--- src/design/egd_pkg.sv ---
package egd_pkg;

  // Frame geometry and glow border
  localparam int FRAME_WIDTH  = 256;
  localparam int FRAME_HEIGHT = 192;
  localparam int BORDER       = 16;

  // Field widths
  localparam int PIX_W = 16;
  localparam int POS_W = 8;
  localparam int CH_W  = 5;
  localparam logic [CH_W-1:0] CH_MAX = 5'd31;

  localparam int SCALE_W = 5;
  localparam int DARK_W  = CH_W + SCALE_W;

  // Position compare width: wide enough for the frame size and the position field
  localparam int FRAME_MAX = (FRAME_WIDTH > FRAME_HEIGHT) ? FRAME_WIDTH : FRAME_HEIGHT;
  localparam int SIZE_W    = $clog2(FRAME_MAX) + 1;
  localparam int CMP_W     = (SIZE_W > POS_W) ? SIZE_W : POS_W;

  // Glow weight arithmetic
  localparam int K_W      = $clog2(BORDER + 1);
  localparam int KSQ_W    = 2 * K_W;
  localparam int NUM_W    = CH_W + KSQ_W;
  localparam int DEN      = BORDER * BORDER;
  localparam int RECIP_SH = 24;
  localparam int RECIP_W  = RECIP_SH + 1;
  localparam int PROD_W   = NUM_W + RECIP_W;
  localparam logic [RECIP_W-1:0] RECIP = RECIP_W'((1 << RECIP_SH) / DEN);

  // Pipeline depth
  localparam int NSTG = 6;

  // Configuration port
  localparam int CFG_IDX_W  = 1;
  localparam int CFG_DATA_W = 5;

  typedef enum logic [CFG_IDX_W-1:0] {
    CFG_EFFECT_MODE  = 1'b0,
    CFG_DARKEN_SCALE = 1'b1
  } cfg_reg_e;

  typedef enum logic {
    MODE_GLOW   = 1'b0,
    MODE_DARKEN = 1'b1
  } effect_mode_e;

  localparam logic [SCALE_W-1:0] SCALE_RESET = 5'd10;

  // Per-stage load enables from the pipeline control
  typedef struct packed {
    logic [NSTG-1:0] en;
  } egd_ctl_t;

endpackage

--- src/design/egd_if.sv ---
interface egd_pix_in_if;
  import egd_pkg::*;
  logic             valid;
  logic             ready;
  logic [PIX_W-1:0] pixel_in;
  logic [POS_W-1:0] column;
  logic [POS_W-1:0] row;

  modport source (output valid, output pixel_in, output column, output row, input ready);
  modport sink   (input valid, input pixel_in, input column, input row, output ready);
endinterface

interface egd_pix_out_if;
  import egd_pkg::*;
  logic             valid;
  logic             ready;
  logic [PIX_W-1:0] pixel_out;

  modport source (output valid, output pixel_out, input ready);
  modport sink   (input valid, input pixel_out, output ready);
endinterface

interface egd_cfg_if;
  import egd_pkg::*;
  logic                  valid;
  logic                  ready;
  logic [CFG_IDX_W-1:0]  index;
  logic [CFG_DATA_W-1:0] data;

  modport source (output valid, output index, output data, input ready);
  modport sink   (input valid, input index, input data, output ready);
endinterface

--- src/design/egd_ctrl.sv ---
module egd_ctrl (
  input  logic              clk_i,
  input  logic              rst_ni,
  input  logic              in_valid_i,
  output logic              in_ready_o,
  output logic              out_valid_o,
  input  logic              out_ready_i,
  output egd_pkg::egd_ctl_t ctl_o
);
  import egd_pkg::*;

  logic [NSTG-1:0] v_q, v_d;
  logic [NSTG-1:0] en;

  // A stage loads when it is empty or its word moves on this cycle
  always_comb begin
    en[NSTG-1] = !v_q[NSTG-1] || out_ready_i;
    for (int i = NSTG - 2; i >= 0; i--) begin
      en[i] = !v_q[i] || en[i+1];
    end
  end

  always_comb begin
    v_d = v_q;
    if (en[0]) begin
      v_d[0] = in_valid_i;
    end
    for (int i = 1; i < NSTG; i++) begin
      if (en[i]) begin
        v_d[i] = v_q[i-1];
      end
    end
  end

  always_ff @(posedge clk_i or negedge rst_ni) begin
    if (!rst_ni) begin
      v_q <= '0;
    end else begin
      v_q <= v_d;
    end
  end

  assign in_ready_o  = en[0];
  assign out_valid_o = v_q[NSTG-1];
  assign ctl_o.en    = en;

endmodule

--- src/design/egd_pos.sv ---
module egd_pos (
  input  logic                     clk_i,
  input  egd_pkg::egd_ctl_t        ctl_i,
  input  logic [egd_pkg::POS_W-1:0] column_i,
  input  logic [egd_pkg::POS_W-1:0] row_i,
  output logic [egd_pkg::KSQ_W-1:0] ksq_o
);
  import egd_pkg::*;

  logic [POS_W-1:0] dx_d, dx_q, dy_d, dy_q;
  logic [POS_W-1:0] dmin;
  logic [K_W-1:0]   k_d, k_q;
  logic [KSQ_W-1:0] ksq_d, ksq_q;
  logic [CMP_W-1:0] far_x, far_y;

  // Distance to the nearer edge; outside the frame counts as on the edge
  always_comb begin
    far_x = CMP_W'(FRAME_WIDTH - 1) - CMP_W'(column_i);
    far_y = CMP_W'(FRAME_HEIGHT - 1) - CMP_W'(row_i);
    if (CMP_W'(column_i) >= CMP_W'(FRAME_WIDTH)) begin
      dx_d = '0;
    end else if (CMP_W'(column_i) < far_x) begin
      dx_d = column_i;
    end else begin
      dx_d = far_x[POS_W-1:0];
    end
    if (CMP_W'(row_i) >= CMP_W'(FRAME_HEIGHT)) begin
      dy_d = '0;
    end else if (CMP_W'(row_i) < far_y) begin
      dy_d = row_i;
    end else begin
      dy_d = far_y[POS_W-1:0];
    end
  end

  always_comb begin
    dmin = (dx_q < dy_q) ? dx_q : dy_q;
    if (dmin < POS_W'(BORDER)) begin
      k_d = K_W'(POS_W'(BORDER) - dmin);
    end else begin
      k_d = '0;
    end
    ksq_d = KSQ_W'(k_q) * KSQ_W'(k_q);
  end

  always_ff @(posedge clk_i) begin
    if (ctl_i.en[0]) begin
      dx_q <= dx_d;
      dy_q <= dy_d;
    end
    if (ctl_i.en[1]) begin
      k_q <= k_d;
    end
    if (ctl_i.en[2]) begin
      ksq_q <= ksq_d;
    end
  end

  assign ksq_o = ksq_q;

endmodule

--- src/design/egd_chan.sv ---
module egd_chan (
  input  logic                        clk_i,
  input  egd_pkg::egd_ctl_t           ctl_i,
  input  logic [egd_pkg::CH_W-1:0]    ch_i,
  input  logic                        mode_i,
  input  logic [egd_pkg::SCALE_W-1:0] scale_i,
  input  logic [egd_pkg::KSQ_W-1:0]   ksq_i,
  output logic [egd_pkg::CH_W-1:0]    ch_o
);
  import egd_pkg::*;

  logic [CH_W-1:0]    c1_q, c2_q, c3_q, c4_q, c5_q;
  logic               m1_q, m2_q, m3_q, m4_q, m5_q;
  logic [SCALE_W-1:0] scale1_q;
  logic [CH_W-1:0]    dark_d, dark2_q, dark3_q, dark4_q, dark5_q;
  logic [CH_W-1:0]    inv3_q;
  logic [NUM_W-1:0]   num4_q, num5_q;
  logic [CH_W-1:0]    qe5_q;
  logic [CH_W-1:0]    out_d, out_q;
  logic [DARK_W-1:0]  dark_prod;
  logic [PROD_W-1:0]  recip_prod;
  logic [NUM_W-1:0]   rem;
  logic               corr;
  logic [CH_W:0]      sum;

  // Darken: round the sixteenths product and clip to full scale
  always_comb begin
    dark_prod = DARK_W'(c1_q) * DARK_W'(scale1_q) + DARK_W'(8);
    if (dark_prod[DARK_W-1:4] > (DARK_W-4)'(CH_MAX)) begin
      dark_d = CH_MAX;
    end else begin
      dark_d = dark_prod[CH_W+3:4];
    end
  end

  // Divide by the border area through its reciprocal; the estimate is low by at most one
  assign recip_prod = PROD_W'(num4_q) * PROD_W'(RECIP);

  always_comb begin
    rem  = num5_q - NUM_W'(qe5_q) * NUM_W'(DEN);
    corr = (rem >= NUM_W'(DEN));
    sum  = (CH_W+1)'(c5_q) + (CH_W+1)'(qe5_q) + (CH_W+1)'(corr);
    if (m5_q == MODE_DARKEN) begin
      out_d = dark5_q;
    end else if (sum > (CH_W+1)'(CH_MAX)) begin
      out_d = CH_MAX;
    end else begin
      out_d = sum[CH_W-1:0];
    end
  end

  always_ff @(posedge clk_i) begin
    if (ctl_i.en[0]) begin
      c1_q     <= ch_i;
      m1_q     <= mode_i;
      scale1_q <= scale_i;
    end
    if (ctl_i.en[1]) begin
      c2_q    <= c1_q;
      m2_q    <= m1_q;
      dark2_q <= dark_d;
    end
    if (ctl_i.en[2]) begin
      c3_q    <= c2_q;
      m3_q    <= m2_q;
      dark3_q <= dark2_q;
      inv3_q  <= CH_MAX - c2_q;
    end
    if (ctl_i.en[3]) begin
      c4_q    <= c3_q;
      m4_q    <= m3_q;
      dark4_q <= dark3_q;
      num4_q  <= NUM_W'(inv3_q) * NUM_W'(ksq_i);
    end
    if (ctl_i.en[4]) begin
      c5_q    <= c4_q;
      m5_q    <= m4_q;
      dark5_q <= dark4_q;
      num5_q  <= num4_q;
      qe5_q   <= recip_prod[RECIP_SH +: CH_W];
    end
    if (ctl_i.en[5]) begin
      out_q <= out_d;
    end
  end

  assign ch_o = out_q;

endmodule

--- src/design/rgb555_edge_glow_and_darken_top.sv ---
// Throughput: one word per cycle while the output is not stalled; six register
// stages, each advancing when it is empty or its word moves on, so a stalled
// output holds the run of full stages next to it, while empty stages still fill.
// Reset (rst_ni low, asynchronous): pipeline emptied, effect_mode = glow,
// darken_scale = 10. Configuration writes are always taken.
module rgb555_edge_glow_and_darken_top (
  input logic         clk_i,
  input logic         rst_ni,
  egd_pix_in_if.sink  pix_i,
  egd_pix_out_if.source pix_o,
  egd_cfg_if.sink     cfg_i
);
  import egd_pkg::*;

  logic               mode_q;
  logic [SCALE_W-1:0] scale_q;
  egd_ctl_t           ctl;
  logic [KSQ_W-1:0]   ksq;
  logic [CH_W-1:0]    r_out, g_out, b_out;

  assign cfg_i.ready = 1'b1;

  always_ff @(posedge clk_i or negedge rst_ni) begin
    if (!rst_ni) begin
      mode_q  <= MODE_GLOW;
      scale_q <= SCALE_RESET;
    end else if (cfg_i.valid) begin
      case (cfg_i.index)
        CFG_EFFECT_MODE:  mode_q  <= cfg_i.data[0];
        CFG_DARKEN_SCALE: scale_q <= cfg_i.data[SCALE_W-1:0];
        default: ;
      endcase
    end
  end

  egd_ctrl u_ctrl (
    .clk_i       (clk_i),
    .rst_ni      (rst_ni),
    .in_valid_i  (pix_i.valid),
    .in_ready_o  (pix_i.ready),
    .out_valid_o (pix_o.valid),
    .out_ready_i (pix_o.ready),
    .ctl_o       (ctl)
  );

  egd_pos u_pos (
    .clk_i    (clk_i),
    .ctl_i    (ctl),
    .column_i (pix_i.column),
    .row_i    (pix_i.row),
    .ksq_o    (ksq)
  );

  egd_chan u_red (
    .clk_i   (clk_i),
    .ctl_i   (ctl),
    .ch_i    (pix_i.pixel_in[4:0]),
    .mode_i  (mode_q),
    .scale_i (scale_q),
    .ksq_i   (ksq),
    .ch_o    (r_out)
  );

  egd_chan u_green (
    .clk_i   (clk_i),
    .ctl_i   (ctl),
    .ch_i    (pix_i.pixel_in[9:5]),
    .mode_i  (mode_q),
    .scale_i (scale_q),
    .ksq_i   (ksq),
    .ch_o    (g_out)
  );

  egd_chan u_blue (
    .clk_i   (clk_i),
    .ctl_i   (ctl),
    .ch_i    (pix_i.pixel_in[14:10]),
    .mode_i  (mode_q),
    .scale_i (scale_q),
    .ksq_i   (ksq),
    .ch_o    (b_out)
  );

  assign pix_o.pixel_out = {1'b1, b_out, g_out, r_out};

endmodule

--- src/flat_wrapper.sv ---
// flat-port wrapper written by rule: the top's interface ports become plain ports
module rgb555_edge_glow_and_darken_top_flat import egd_pkg::*;
  (clk_i, rst_ni, pix_i_valid, pix_i_pixel_in, pix_i_column, pix_i_row, pix_i_ready, pix_o_valid, pix_o_pixel_out, pix_o_ready, cfg_i_valid, cfg_i_index, cfg_i_data, cfg_i_ready);
  egd_pix_in_if pix_i_i ();
  egd_pix_out_if pix_o_i ();
  egd_cfg_if cfg_i_i ();
  input logic clk_i;
  input logic rst_ni;
  input wire logic [$bits(pix_i_i.valid)-1:0] pix_i_valid;
  input wire logic [$bits(pix_i_i.pixel_in)-1:0] pix_i_pixel_in;
  input wire logic [$bits(pix_i_i.column)-1:0] pix_i_column;
  input wire logic [$bits(pix_i_i.row)-1:0] pix_i_row;
  output wire logic [$bits(pix_i_i.ready)-1:0] pix_i_ready;
  output wire logic [$bits(pix_o_i.valid)-1:0] pix_o_valid;
  output wire logic [$bits(pix_o_i.pixel_out)-1:0] pix_o_pixel_out;
  input wire logic [$bits(pix_o_i.ready)-1:0] pix_o_ready;
  input wire logic [$bits(cfg_i_i.valid)-1:0] cfg_i_valid;
  input wire logic [$bits(cfg_i_i.index)-1:0] cfg_i_index;
  input wire logic [$bits(cfg_i_i.data)-1:0] cfg_i_data;
  output wire logic [$bits(cfg_i_i.ready)-1:0] cfg_i_ready;
  assign pix_i_i.valid = pix_i_valid;
  assign pix_i_i.pixel_in = pix_i_pixel_in;
  assign pix_i_i.column = pix_i_column;
  assign pix_i_i.row = pix_i_row;
  assign pix_i_ready = pix_i_i.ready;
  assign pix_o_valid = pix_o_i.valid;
  assign pix_o_pixel_out = pix_o_i.pixel_out;
  assign pix_o_i.ready = pix_o_ready;
  assign cfg_i_i.valid = cfg_i_valid;
  assign cfg_i_i.index = cfg_i_index;
  assign cfg_i_i.data = cfg_i_data;
  assign cfg_i_ready = cfg_i_i.ready;
  rgb555_edge_glow_and_darken_top u_core (.clk_i(clk_i), .rst_ni(rst_ni), .pix_i(pix_i_i), .pix_o(pix_o_i), .cfg_i(cfg_i_i));
endmodule
--- config.mk ---
export PLATFORM = sky130hd
export DESIGN_NAME = rgb555_edge_glow_and_darken_top_flat
export DESIGN_NICKNAME = d
export VERILOG_FILES = /design/src/design/egd_pkg.sv /design/src/design/egd_if.sv /design/src/design/egd_ctrl.sv /design/src/design/egd_pos.sv /design/src/design/egd_chan.sv /design/src/design/rgb555_edge_glow_and_darken_top.sv /design/src/flat_wrapper.sv
export SDC_FILE = /design/constraint.sdc
export NUM_CORES = 1
export LEC_CHECK = 0
export BUFFER_PORTS_ARGS = -buffer_cell sky130_fd_sc_hd__buf_4
export CELL_PAD_IN_SITES_DETAIL_PLACEMENT = 0
export CELL_PAD_IN_SITES_GLOBAL_PLACEMENT = 1
export CORE_ASPECT_RATIO = 0.8
export CORE_MARGIN = 2
export CORE_UTILIZATION = 25
export CTS_BUF_LIST = sky130_fd_sc_hd__clkbuf_8
export DETAILED_ROUTE_END_ITERATION = 10
export PLACE_DENSITY_LB_ADDON = 0.2
export SYNTH_ARGS = -nofsm -noshare
export SYNTH_HDL_FRONTEND = slang
export SYNTH_SLANG_ARGS = --single-unit
--- constraint.sdc ---
create_clock -name clk_i -period 9 [get_ports clk_i]
set_input_delay 1.35 -clock clk_i [delete_from_list [all_inputs] [get_ports clk_i]]
set_output_delay 1.35 -clock clk_i [all_outputs]
set_load 0.05 [all_outputs]
# After elaboration in Yosys (flattened, before gate mapping)
# Index checks and enable logic that the tools add are counted.
dict set report totals {
  register_bits 323
  inputBits 43
  out_inout_bits 19
}
dict set report op_classes {
  add_sub_neg 18
  mul 7
  order_cmp 14
  n_mux 9
  bitwise_logic 1
  n_reduce_logical 14
}
# op n
set op_table {}
lappend op_table {{15-bit by 9-bit greater-or-equal comparator with 1-bit output (second input constant)} 3}
lappend op_table {{5-bit by 10-bit multiplier with 15-bit output} 3}
lappend op_table {{15-bit by 13-bit subtractor with 15-bit output} 3}
lappend op_table {{5-bit by 5-bit multiplier with 10-bit output} 4}
lappend op_table {{6-bit by 5-bit greater-than comparator with 1-bit output (second input constant)} 6}
lappend op_table {{10-bit by 4-bit adder with 10-bit output (second input constant)} 3}
lappend op_table {{5-bit two-way mux} 6}
lappend op_table {{8-bit two-way mux} 3}
lappend op_table {{5-bit subtractor (first input constant)} 4}
lappend op_table {{5-bit by 5-bit adder with 6-bit output} 3}
lappend op_table {{6-bit by 1-bit adder with 6-bit output} 3}
lappend op_table {{8-bit by 9-bit < comparator with 1-bit output} 2}
lappend op_table {{8-bit by 8-bit subtractor with 9-bit output (first input constant)} 2}
lappend op_table {{8-bit greater-or-equal comparator (second input constant)} 1}
lappend op_table {{8-bit by 5-bit < comparator with 1-bit output (second input constant)} 1}
lappend op_table {{8-bit < comparator} 1}
lappend op_table {{1-bit logical NOT} 6}
lappend op_table {{1-bit logical OR} 6}
lappend op_table {{2-bit AND reduction} 2}
lappend op_table {{1-bit NOT} 1}

# Longest topological paths before layout
# Gate-level depths: netlist (run 1).
dict set report logic_depth {
  word_depth 7
  depth_mapped 15
  ltp_nobuf 15
}

# By module
# From an unflattened synthesis (run 1), not the netlist that was laid out.
dict set report unflattened {
  cells_unflattened 1356
  hier_area_um2 16836.1
}
# mod instances cells_each area_each_um2 seq_area_each_um2
set by_module_without_submodules {}
lappend by_module_without_submodules {{egd_chan at u_core.u_blue} 1 398 4884.7 2372.3}
lappend by_module_without_submodules {{egd_chan at u_core.u_red} 1 376 4750.8 2372.3}
lappend by_module_without_submodules {{egd_chan at u_core.u_green} 1 369 4724.5 2372.3}
lappend by_module_without_submodules {egd_pos 1 175 1964.4 870.8}
lappend by_module_without_submodules {egd_ctrl 1 21 256.5 150.1}
lappend by_module_without_submodules {rgb555_edge_glow_and_darken_top 1 17 255.2 152.6}

# Worst setup path before layout (run 1)
# OpenSTA, ideal clock, no wires.
dict set report synth_path {
  kind {input-to-output}
  startpoint {input port pix_o_ready}
  endpoint {output port pix_i_ready}
  arrival_time_ns 3.445
  required_time_ns 7.650
  setup_slack_ns 4.205
  path_stages 4
  n_path_buf 0
  path_cell_list {nand2b_1 -> nor2_1 -> and3_1 -> nand3_1}
}
dict set report synth_between {
  elab_chain_len 6
}
# element line
set synth_lines {}
lappend synth_lines {{from (decl)} flat_wrapper.sv:16} ;# input wire logic [$bits(pix_o_i.ready)-1:0] pix_o_ready;
lappend synth_lines {{1-bit logical OR} egd_ctrl.sv:17} ;# en[NSTG-1] = !v_q[NSTG-1] || out_ready_i;
lappend synth_lines {{1-bit logical OR (5 in a row)} egd_ctrl.sv:19} ;# en[i] = !v_q[i] || en[i+1];
lappend synth_lines {{to (decl)} flat_wrapper.sv:13} ;# output wire logic [$bits(pix_i_i.ready)-1:0] pix_i_ready;
# Every way passes these cells.

==> results of run 1 <==
[placed cells by master (no fill, tap or decap), types with 5 or more instances in the layout]
cell / netlist / routed
clkinv_2: 0 / 5
clkbuf_8: 0 / 46
a31oi_1: 5 / 5
xnor2_1: 38 / 38
and2_1: 119 / 119
nor3_1: 9 / 9
o21bai_1: 5 / 5
a21oi_1: 32 / 32
nand2b_1: 13 / 13
conb_1: 2 / 10
o21ai_0: 26 / 26
o22ai_1: 5 / 5
nor2_1: 26 / 26
clkinvlp_4: 0 / 5
dfrtp_1: 10 / 10
edfxtp_1: 246 / 246
a32oi_1: 12 / 12
xor2_1: 19 / 19
buf_4: 2 / 63
a21o_1: 7 / 7
nor2b_1: 17 / 17
fa_1: 106 / 106
nand3_1: 7 / 6
and2_2: 9 / 9
ha_1: 134 / 134
mux2_2: 11 / 11
inv_1: 198 / 213
nand2_1: 120 / 118
[power groups by stage]
stage | registers, mW | logic, mW | clock network, mW
floorplan | 2.05 | 1.37 | 0
global placement | 2.09 | 1.86 | 0
detailed placement | 2.10 | 1.86 | 0
CTS | 2.07 | 1.88 | 1.03
global route | 2.11 | 2.13 | 1.09
finish | 2.06 | 1.82 | 0.979
[per-stage QoR]
stage | hold WS, ns | area (um2) | utilization [%] | setup slack (ns) | power, mW
3_3_place_gp | 0.400 | 17000 | 27.8 | 4.49 | 3.95
4_1_cts | 0.404 | 17800 | 29.1 | 4.44 | 4.99
3_5_place_dp | 0.405 | 17000 | 27.8 | 4.45 | 3.96
2_1_floorplan | 0.400 | 15600 | - | 4.21 | 3.43
6_report | 0.393 | 17800 | 29.1 | 4.50 | 4.86
5_1_grt | 0.393 | 17800 | 29.1 | 4.17 | 5.34
[worst max-delay path: stages (launching register included)]
cell	delay, ns
edfxtp_1	0.69
and2_1	0.31
fa_1	0.49
ha_1	0.28
inv_1	0.05
fa_1	0.46
or4b_4	0.59
fa_1	0.40
nor2b_1	0.14
o21ai_0	0.09
nand2b_1	0.15
a211o_1	0.14
o311a_1	0.26
o2111ai_1	0.17
[registers in the layout (all words and copies together), names as in the netlist, 6 cells and up]
| register | count |
|---|---|
| u_core.u_pos.dy_q | 8 |
| u_core.u_blue.num5_q | 7 |
| u_core.u_pos.ksq_o | 9 |
| u_core.u_ctrl.v_q | 6 |
| u_core.u_green.num4_q | 7 |
| u_core.u_green.num5_q | 7 |
| u_core.u_red.num5_q | 7 |
| u_core.u_pos.dx_q | 7 |
| u_core.u_red.num4_q | 7 |
| u_core.u_blue.num4_q | 7 |
[logic make-up after synthesis]
logic type / after synthesis / synth area share (%)
and+or+nand+nor: 332 / 11.1
other: 2 / 0.0483
muxes: 14 / 0.989
adders and majority gates: 240 / 24.4
buffers and inverters: 219 / 5.34
AOI/OAI and AO/OA: 126 / 5.49
xor gates and xnor gates: 57 / 3.21
DFF: 258 / 49.4
[worst paths after layout]
path | from | to | slack [ns]
max reg2reg | u_core.u_red.scale1_q[2]$_DFFE_PP_ | u_core.u_green.dark2_q[4]$_SDFFCE_PN1P_ | 4.50
max | u_core.u_red.scale1_q[2]$_DFFE_PP_ | u_core.u_green.dark2_q[4]$_SDFFCE_PN1P_ | 4.50
min reg2reg | u_core.u_green.c4_q[1]$_DFFE_PP_ | u_core.u_green.c5_q[1]$_DFFE_PP_ | 0.39
min in group asynchronous | rst_ni | u_core.u_ctrl.v_q[2]$_DFFE_PN0P_ | 0.63
max in group asynchronous | rst_ni | u_core.scale_q[1]$_DFFE_PN1P_ | 8.11
min | u_core.u_green.c4_q[1]$_DFFE_PP_ | u_core.u_green.c5_q[1]$_DFFE_PP_ | 0.39
[metal layers]
| layer | up-vias | wire length (um) |
|---|---|---|
| met5 | - | 0 |
| met4 | 0 | 432 |
| met3 | 36 | 1270 |
| met2 | 111 | 13500 |
| met1 | 4226 | 15200 |
| li1 | 4357 | - |
[area by class of cell]
type	count	area (um2)	share of cell area, %
Inverter	198	743	4.17
Clock inverter	30	169	0.948
Multi-Input combinational cell	779	7080	39.7
Clock buffer	46	633	3.55
Tap cell	830	1040	5.83
Sequential cell	258	7690	43.1
Timing Repair Buffer	63	473	2.65
==> flow_metrics.py, run 1 <==
metrics = {
    "sta": {
        "period_share_pct": 50.0,
        "finalSetupViolCount": 0,
        "min_period_ns": 4.50,
        "fmax_ghz": 0.222,
        "slew_viol_final": 0,
        "hold_viol": 0,
        "relSlewSlack_pct": 29.2,
        "rsz0062_at_grt": "false",
        "finalSetupTns_ns": 0,
        "worst_pin_slew_ns": 1.06,
        "skew_ns": 0.0388,
    },
    "drt": {
        "vias_per_cell": 3.96,
        "wl_per_cell_um": 13.8,
        "wirelength_mm": 30.4,
        "drc": 0,
        "vias": 8730,
        "firstDrtPassIters": 4,
        "ant_nets": 0,
        "dr.first_iter.drc_count": 321,
    },
    "logic_synthesis": {
        "synth_top_flop_cell": "edfxtp_1",
        "ys_seq_elements": 258,
        "syn_avg_cell_area_um2": 12.5,
        "yosysSeqAreaShare_pct": 49.4,
        "netlist_area_mm2": 0.0156,
        "synth.distinct_cells": 52,
        "synth_top_area_cell": "edfxtp_1",
        "syn_inst": 1248,
        "yosys-top-cells-area": "edfxtp_1 47%, fa_1 14%, ha_1 11%",
        "synth_top_area_share_pct": 47.5,
        "yosys_warnings": 0,
        "synth_common_cells": "246 x edfxtp_1, 198 x inv_1, 134 x ha_1, 120 x nand2_1, 119 x and2_1",
        "async_flop_share_pct": 4.65,
        "synth_most_common_cell": "edfxtp_1",
        "synth_edf_count": 246,
    },
    "floorplan": {
        "core_area_mm2": 0.0613,
        "die_y_um": 227,
        "start_util_pct": 25.4,
        "io_pins": 62,
        "rows": 81,
        "die_area_mm2": 0.0642,
        "dieWidth_um": 283,
    },
    "global_routing": {
        "antenna_found_initial": 2,
        "grt-busiest-layer": "met2",
        "grt_use_met1_pct": 14.1,
        "track_usage_pct": 10.0,
        "grt_max_degree": 53,
        "grt_pass1_wl_mm": 50.4,
        "use_met2_pct": 15.9,
        "grt_pass1_vias": 9400,
        "overflow": 0,
        "use_met3_pct": 2.07,
    },
    "setup_path": {
        "reg2regPathDepth": 13,
        "criticalPathCategory": "register to register",
        "critPathMaxFanout": 15,
        "setup.worst_path.end_class": "register",
        "worstPathRequired_ns": 9.28,
        "crit_arrival_ns": 4.78,
        "cp-start-kind": "register",
    },
    "clock_tree": {
        "cts.sinks": 258,
        "cts-resized-gates": 0,
        "clockBufferDepth": 3,
        "cts_buffers": 43,
        "cts_tree": "yes",
        "clk_pin_slew_ns": 0.07,
        "h-tree-depth": 2,
        "post_cts_buffers": 0,
        "cts_root_buf": "clkbuf_8",
        "clk_latency_ns": 0.57,
        "cts-hold-fix-buffers": 0,
    },
    "run_status": {
        "outcome": "finished clean",
    },
    "pwr": {
        "p_per_area_mw_per_mm2": 273,
        "p_sw_share_pct": 36.1,
        "p_comb_share_pct": 37.5,
        "clkPwrFrac_pct": 20.1,
        "seq_power_share_pct": 42.3,
        "power.switching_mw": 1.76,
        "leakage_nw": 7.78,
        "p_int_mw": 3.10,
        "vdd_drop_max_v": 0.0000832,
    },
    "placement": {
        "io_buffers": 58,
        "gp_congestion": 0.721,
        "dp_hpwl_mm": 22.5,
        "placed_cells": 2128,
    },
    "run": {
        "max_cap_viol_count": 0,
    },
    "finish": {
        "drive_above_1_share_pct": 11.5,
        "instances_no_fill": 2204,
        "antenna_cells": 0,
        "layout.nets": 1626,
        "fillers": 6329,
        "syn2layout_area_growth_pct": 14.6,
    },
    "worst_hold_path": {
        "whs_path_depth": 0,
        "hold_path_class": "register to register",
    },
}
No activity file was read; power rests on OpenSTA's default activity.
==> inputs of run 2 (changes only) <==
==> constraint.sdc (replaced) <==
create_clock -name clk_i -period 4.6 [get_ports clk_i]
set_input_delay 0.69 -clock clk_i [delete_from_list [all_inputs] [get_ports clk_i]]
set_output_delay 0.69 -clock clk_i [all_outputs]
set_load 0.05 [all_outputs]
==> run 2 against run 1 <==
Maximum frequency grew 4.5%. Clock power grew 96%. Register-to-register slack lost 4.2 ns. Sequential power grew 93%. Cell area grew 1.0%. Cell count grew 1.0%. Critical path depth is the same. Via count grew 1.6%. Critical path type unchanged. Critical endpoint is now u_core.u_red.dark2_q[4]$_SDFFCE_PN1P_.
==> flow_metrics.py, run 2 (same netlist as run 1, synthesis figures left out) <==
metrics = {
    "run_status": {
        "outcome": "finished clean",
    },
    "clock_tree": {
        "cts_buffers": 43,
        "cts_tree": "yes",
        "cts.sinks": 258,
        "cts-hold-fix-buffers": 1,
        "cts_root_buf": "clkbuf_8",
        "clockBufferDepth": 3,
        "clk_latency_ns": 0.57,
        "cts-resized-gates": 0,
        "clk_pin_slew_ns": 0.07,
        "h-tree-depth": 2,
        "post_cts_buffers": 0,
    },
    "worst_hold_path": {
        "hold_path_class": "input pin to register",
        "whs_path_depth": 1,
        "holdPathEnd": "u_core.u_red.c1_q[4]$_DFFE_PP_",
        "hold_start": "pix_i_pixel_in[4]",
    },
    "drt": {
        "wl_per_cell_um": 13.9,
        "vias": 8873,
        "ant_nets": 0,
        "vias_per_cell": 3.99,
        "dr.first_iter.drc_count": 365,
        "wirelength_mm": 30.8,
        "drc": 0,
        "firstDrtPassIters": 6,
    },
    "setup_path": {
        "setup.worst_path.end_class": "register",
        "cp_common_cell": "fa_1",
        "cpMaxStageDelayCell": "edfxtp_1",
        "criticalPathCategory": "register to register",
        "reg2regPathDepth": 13,
        "cp-start-kind": "register",
        "reg2reg_slack_ns": 0.29,
        "worstPathRequired_ns": 4.88,
        "crit_chain": "and2_2, fa_1, ha_1, inv_1, fa_1, or4b_4, fa_1, nor2b_1, o21ai_0, nand2b_1, a211o_1, o311a_1, o2111ai_1",
        "reg2reg_from": "u_core.u_red.scale1_q[0]$_DFFE_PP_",
        "worst_r2r_endpoint": "u_core.u_red.dark2_q[4]$_SDFFCE_PN1P_",
        "crit_arrival_ns": 4.59,
        "critPathMaxFanout": 10,
        "slowest_delay_ns": 0.59,
    },
    "global_routing": {
        "grt_pass1_wl_mm": 50.7,
        "antenna_found_initial": 0,
        "overflow": 0,
        "grt_pass1_vias": 9400,
        "grt_max_degree": 54,
        "track_usage_pct": 10.1,
    },
    "sta": {
        "worst_pin_slew_ns": 1.09,
        "finalSetupTns_ns": 0,
        "finalSetupViolCount": 0,
        "slew_viol_final": 0,
        "relSlewSlack_pct": 26.8,
        "fmax_ghz": 0.232,
        "skew_ns": 0.0350,
        "hold_viol": 0,
        "rsz0062_at_grt": "false",
        "min_period_ns": 4.31,
        "period_share_pct": 93.6,
    },
    "placement": {
        "dp_hpwl_mm": 23.2,
        "gp_congestion": 0.751,
        "io_buffers": 58,
        "place_area_mm2": 0.0172,
        "placed_cells": 2149,
    },
    "finish": {
        "postLayoutCellArea_mm2": 0.0180,
        "antenna_cells": 0,
        "syn2layout_area_growth_pct": 15.7,
        "instances_no_fill": 2226,
        "register_area_mm2": 0.00769,
        "largest_register_ffs": 9,
        "drive_above_1_share_pct": 12.6,
        "final_cell_mix": "246 x edfxtp_1, 209 x inv_1, 134 x ha_1",
        "fillers": 6326,
        "multi_input_area_mm2": 0.00708,
        "layout.nets": 1648,
        "layout_commonest_cell": "edfxtp_1",
    },
    "run": {
        "max_cap_viol_count": 0,
    },
    "floorplan": {
        "dieWidth_um": 283,
        "io_pins": 62,
        "die_area_mm2": 0.0642,
        "die_y_um": 227,
        "start_util_pct": 25.4,
        "rows": 81,
        "core_area_mm2": 0.0613,
    },
    "pwr": {
        "vdd_drop_max_v": 0.000199,
        "leakage_nw": 7.88,
        "p_per_area_mw_per_mm2": 532,
    },
}
## run 2: worst max-delay path: cells and delay by family, from the launching register on
kind            cells  cell delay, ns
simple gates        4            1.14
flops               1            0.59
compound gates      4            0.66
fa+ha+maj           4            1.57
buf+inv             1            0.05
## run 2: how the worst max path moves through the flow
stage	to	startpoint	cells past startpoint	slack, ns
6_report	u_core.u_red.dark2_q[4]$_SDFFCE_PN1P_	u_core.u_red.scale1_q[0]$_DFFE_PP_	13	0.29
5_1_grt	u_core.u_red.num4_q[14]$_DFFE_PP_	u_core.u_pos.ksq_o[2]$_DFFE_PP_	13	0.02
4_1_cts	u_core.u_red.dark2_q[4]$_SDFFCE_PN1P_	u_core.u_red.scale1_q[0]$_DFFE_PP_	13	0.25
3_5_place_dp	u_core.u_green.dark2_q[4]$_SDFFCE_PN1P_	u_core.u_red.scale1_q[0]$_DFFE_PP_	13	0.26
3_3_place_gp	u_core.u_green.dark2_q[4]$_SDFFCE_PN1P_	u_core.u_red.scale1_q[0]$_DFFE_PP_	13	0.28
2_1_floorplan	u_core.u_blue.dark2_q[0]$_SDFFCE_PN1P_	u_core.u_red.scale1_q[3]$_DFFE_PP_	13	0.59
## run 2: metrics by stage
stage / power, mW / utilization, % / setup slack (ns) / hold slack [ns]
2_1_floorplan: 6.70 / - / 0.595 / 0.394
3_3_place_gp: 7.79 / 28.0 / 0.281 / 0.401
3_5_place_dp: 7.80 / 28.0 / 0.261 / 0.405
4_1_cts: 9.82 / 29.4 / 0.254 / 0.230
5_1_grt: 10.5 / 29.4 / 0.0225 / 0.237
6_report: 9.57 / 29.4 / 0.292 / 0.288
## run 2: area by class of cell
cell class / count / share of cell area [%]
Inverter: 198 / 4.13
Tap cell: 830 / 5.77
Clock inverter: 29 / 0.855
Clock buffer: 47 / 3.59
Sequential cell: 258 / 42.7
Multi-Input combinational cell: 779 / 39.3
Timing Repair Buffer: 85 / 3.63
## run 2: routing by layer
metal,routed length [um],share of wire [%],global-route usage (%)
met4,538,1.7,2.37
met1,15800,51,14.5
met5,0,0,0
met3,987,3.2,1.94
met2,13500,44,15.6
## run 2: where the power goes
group | switching, mW | total [mW] | internal [mW]
Sequential | 0.404 | 3.97 | 3.57
Combinational | 2.11 | 3.68 | 1.57
Clock | 0.923 | 1.92 | 0.994
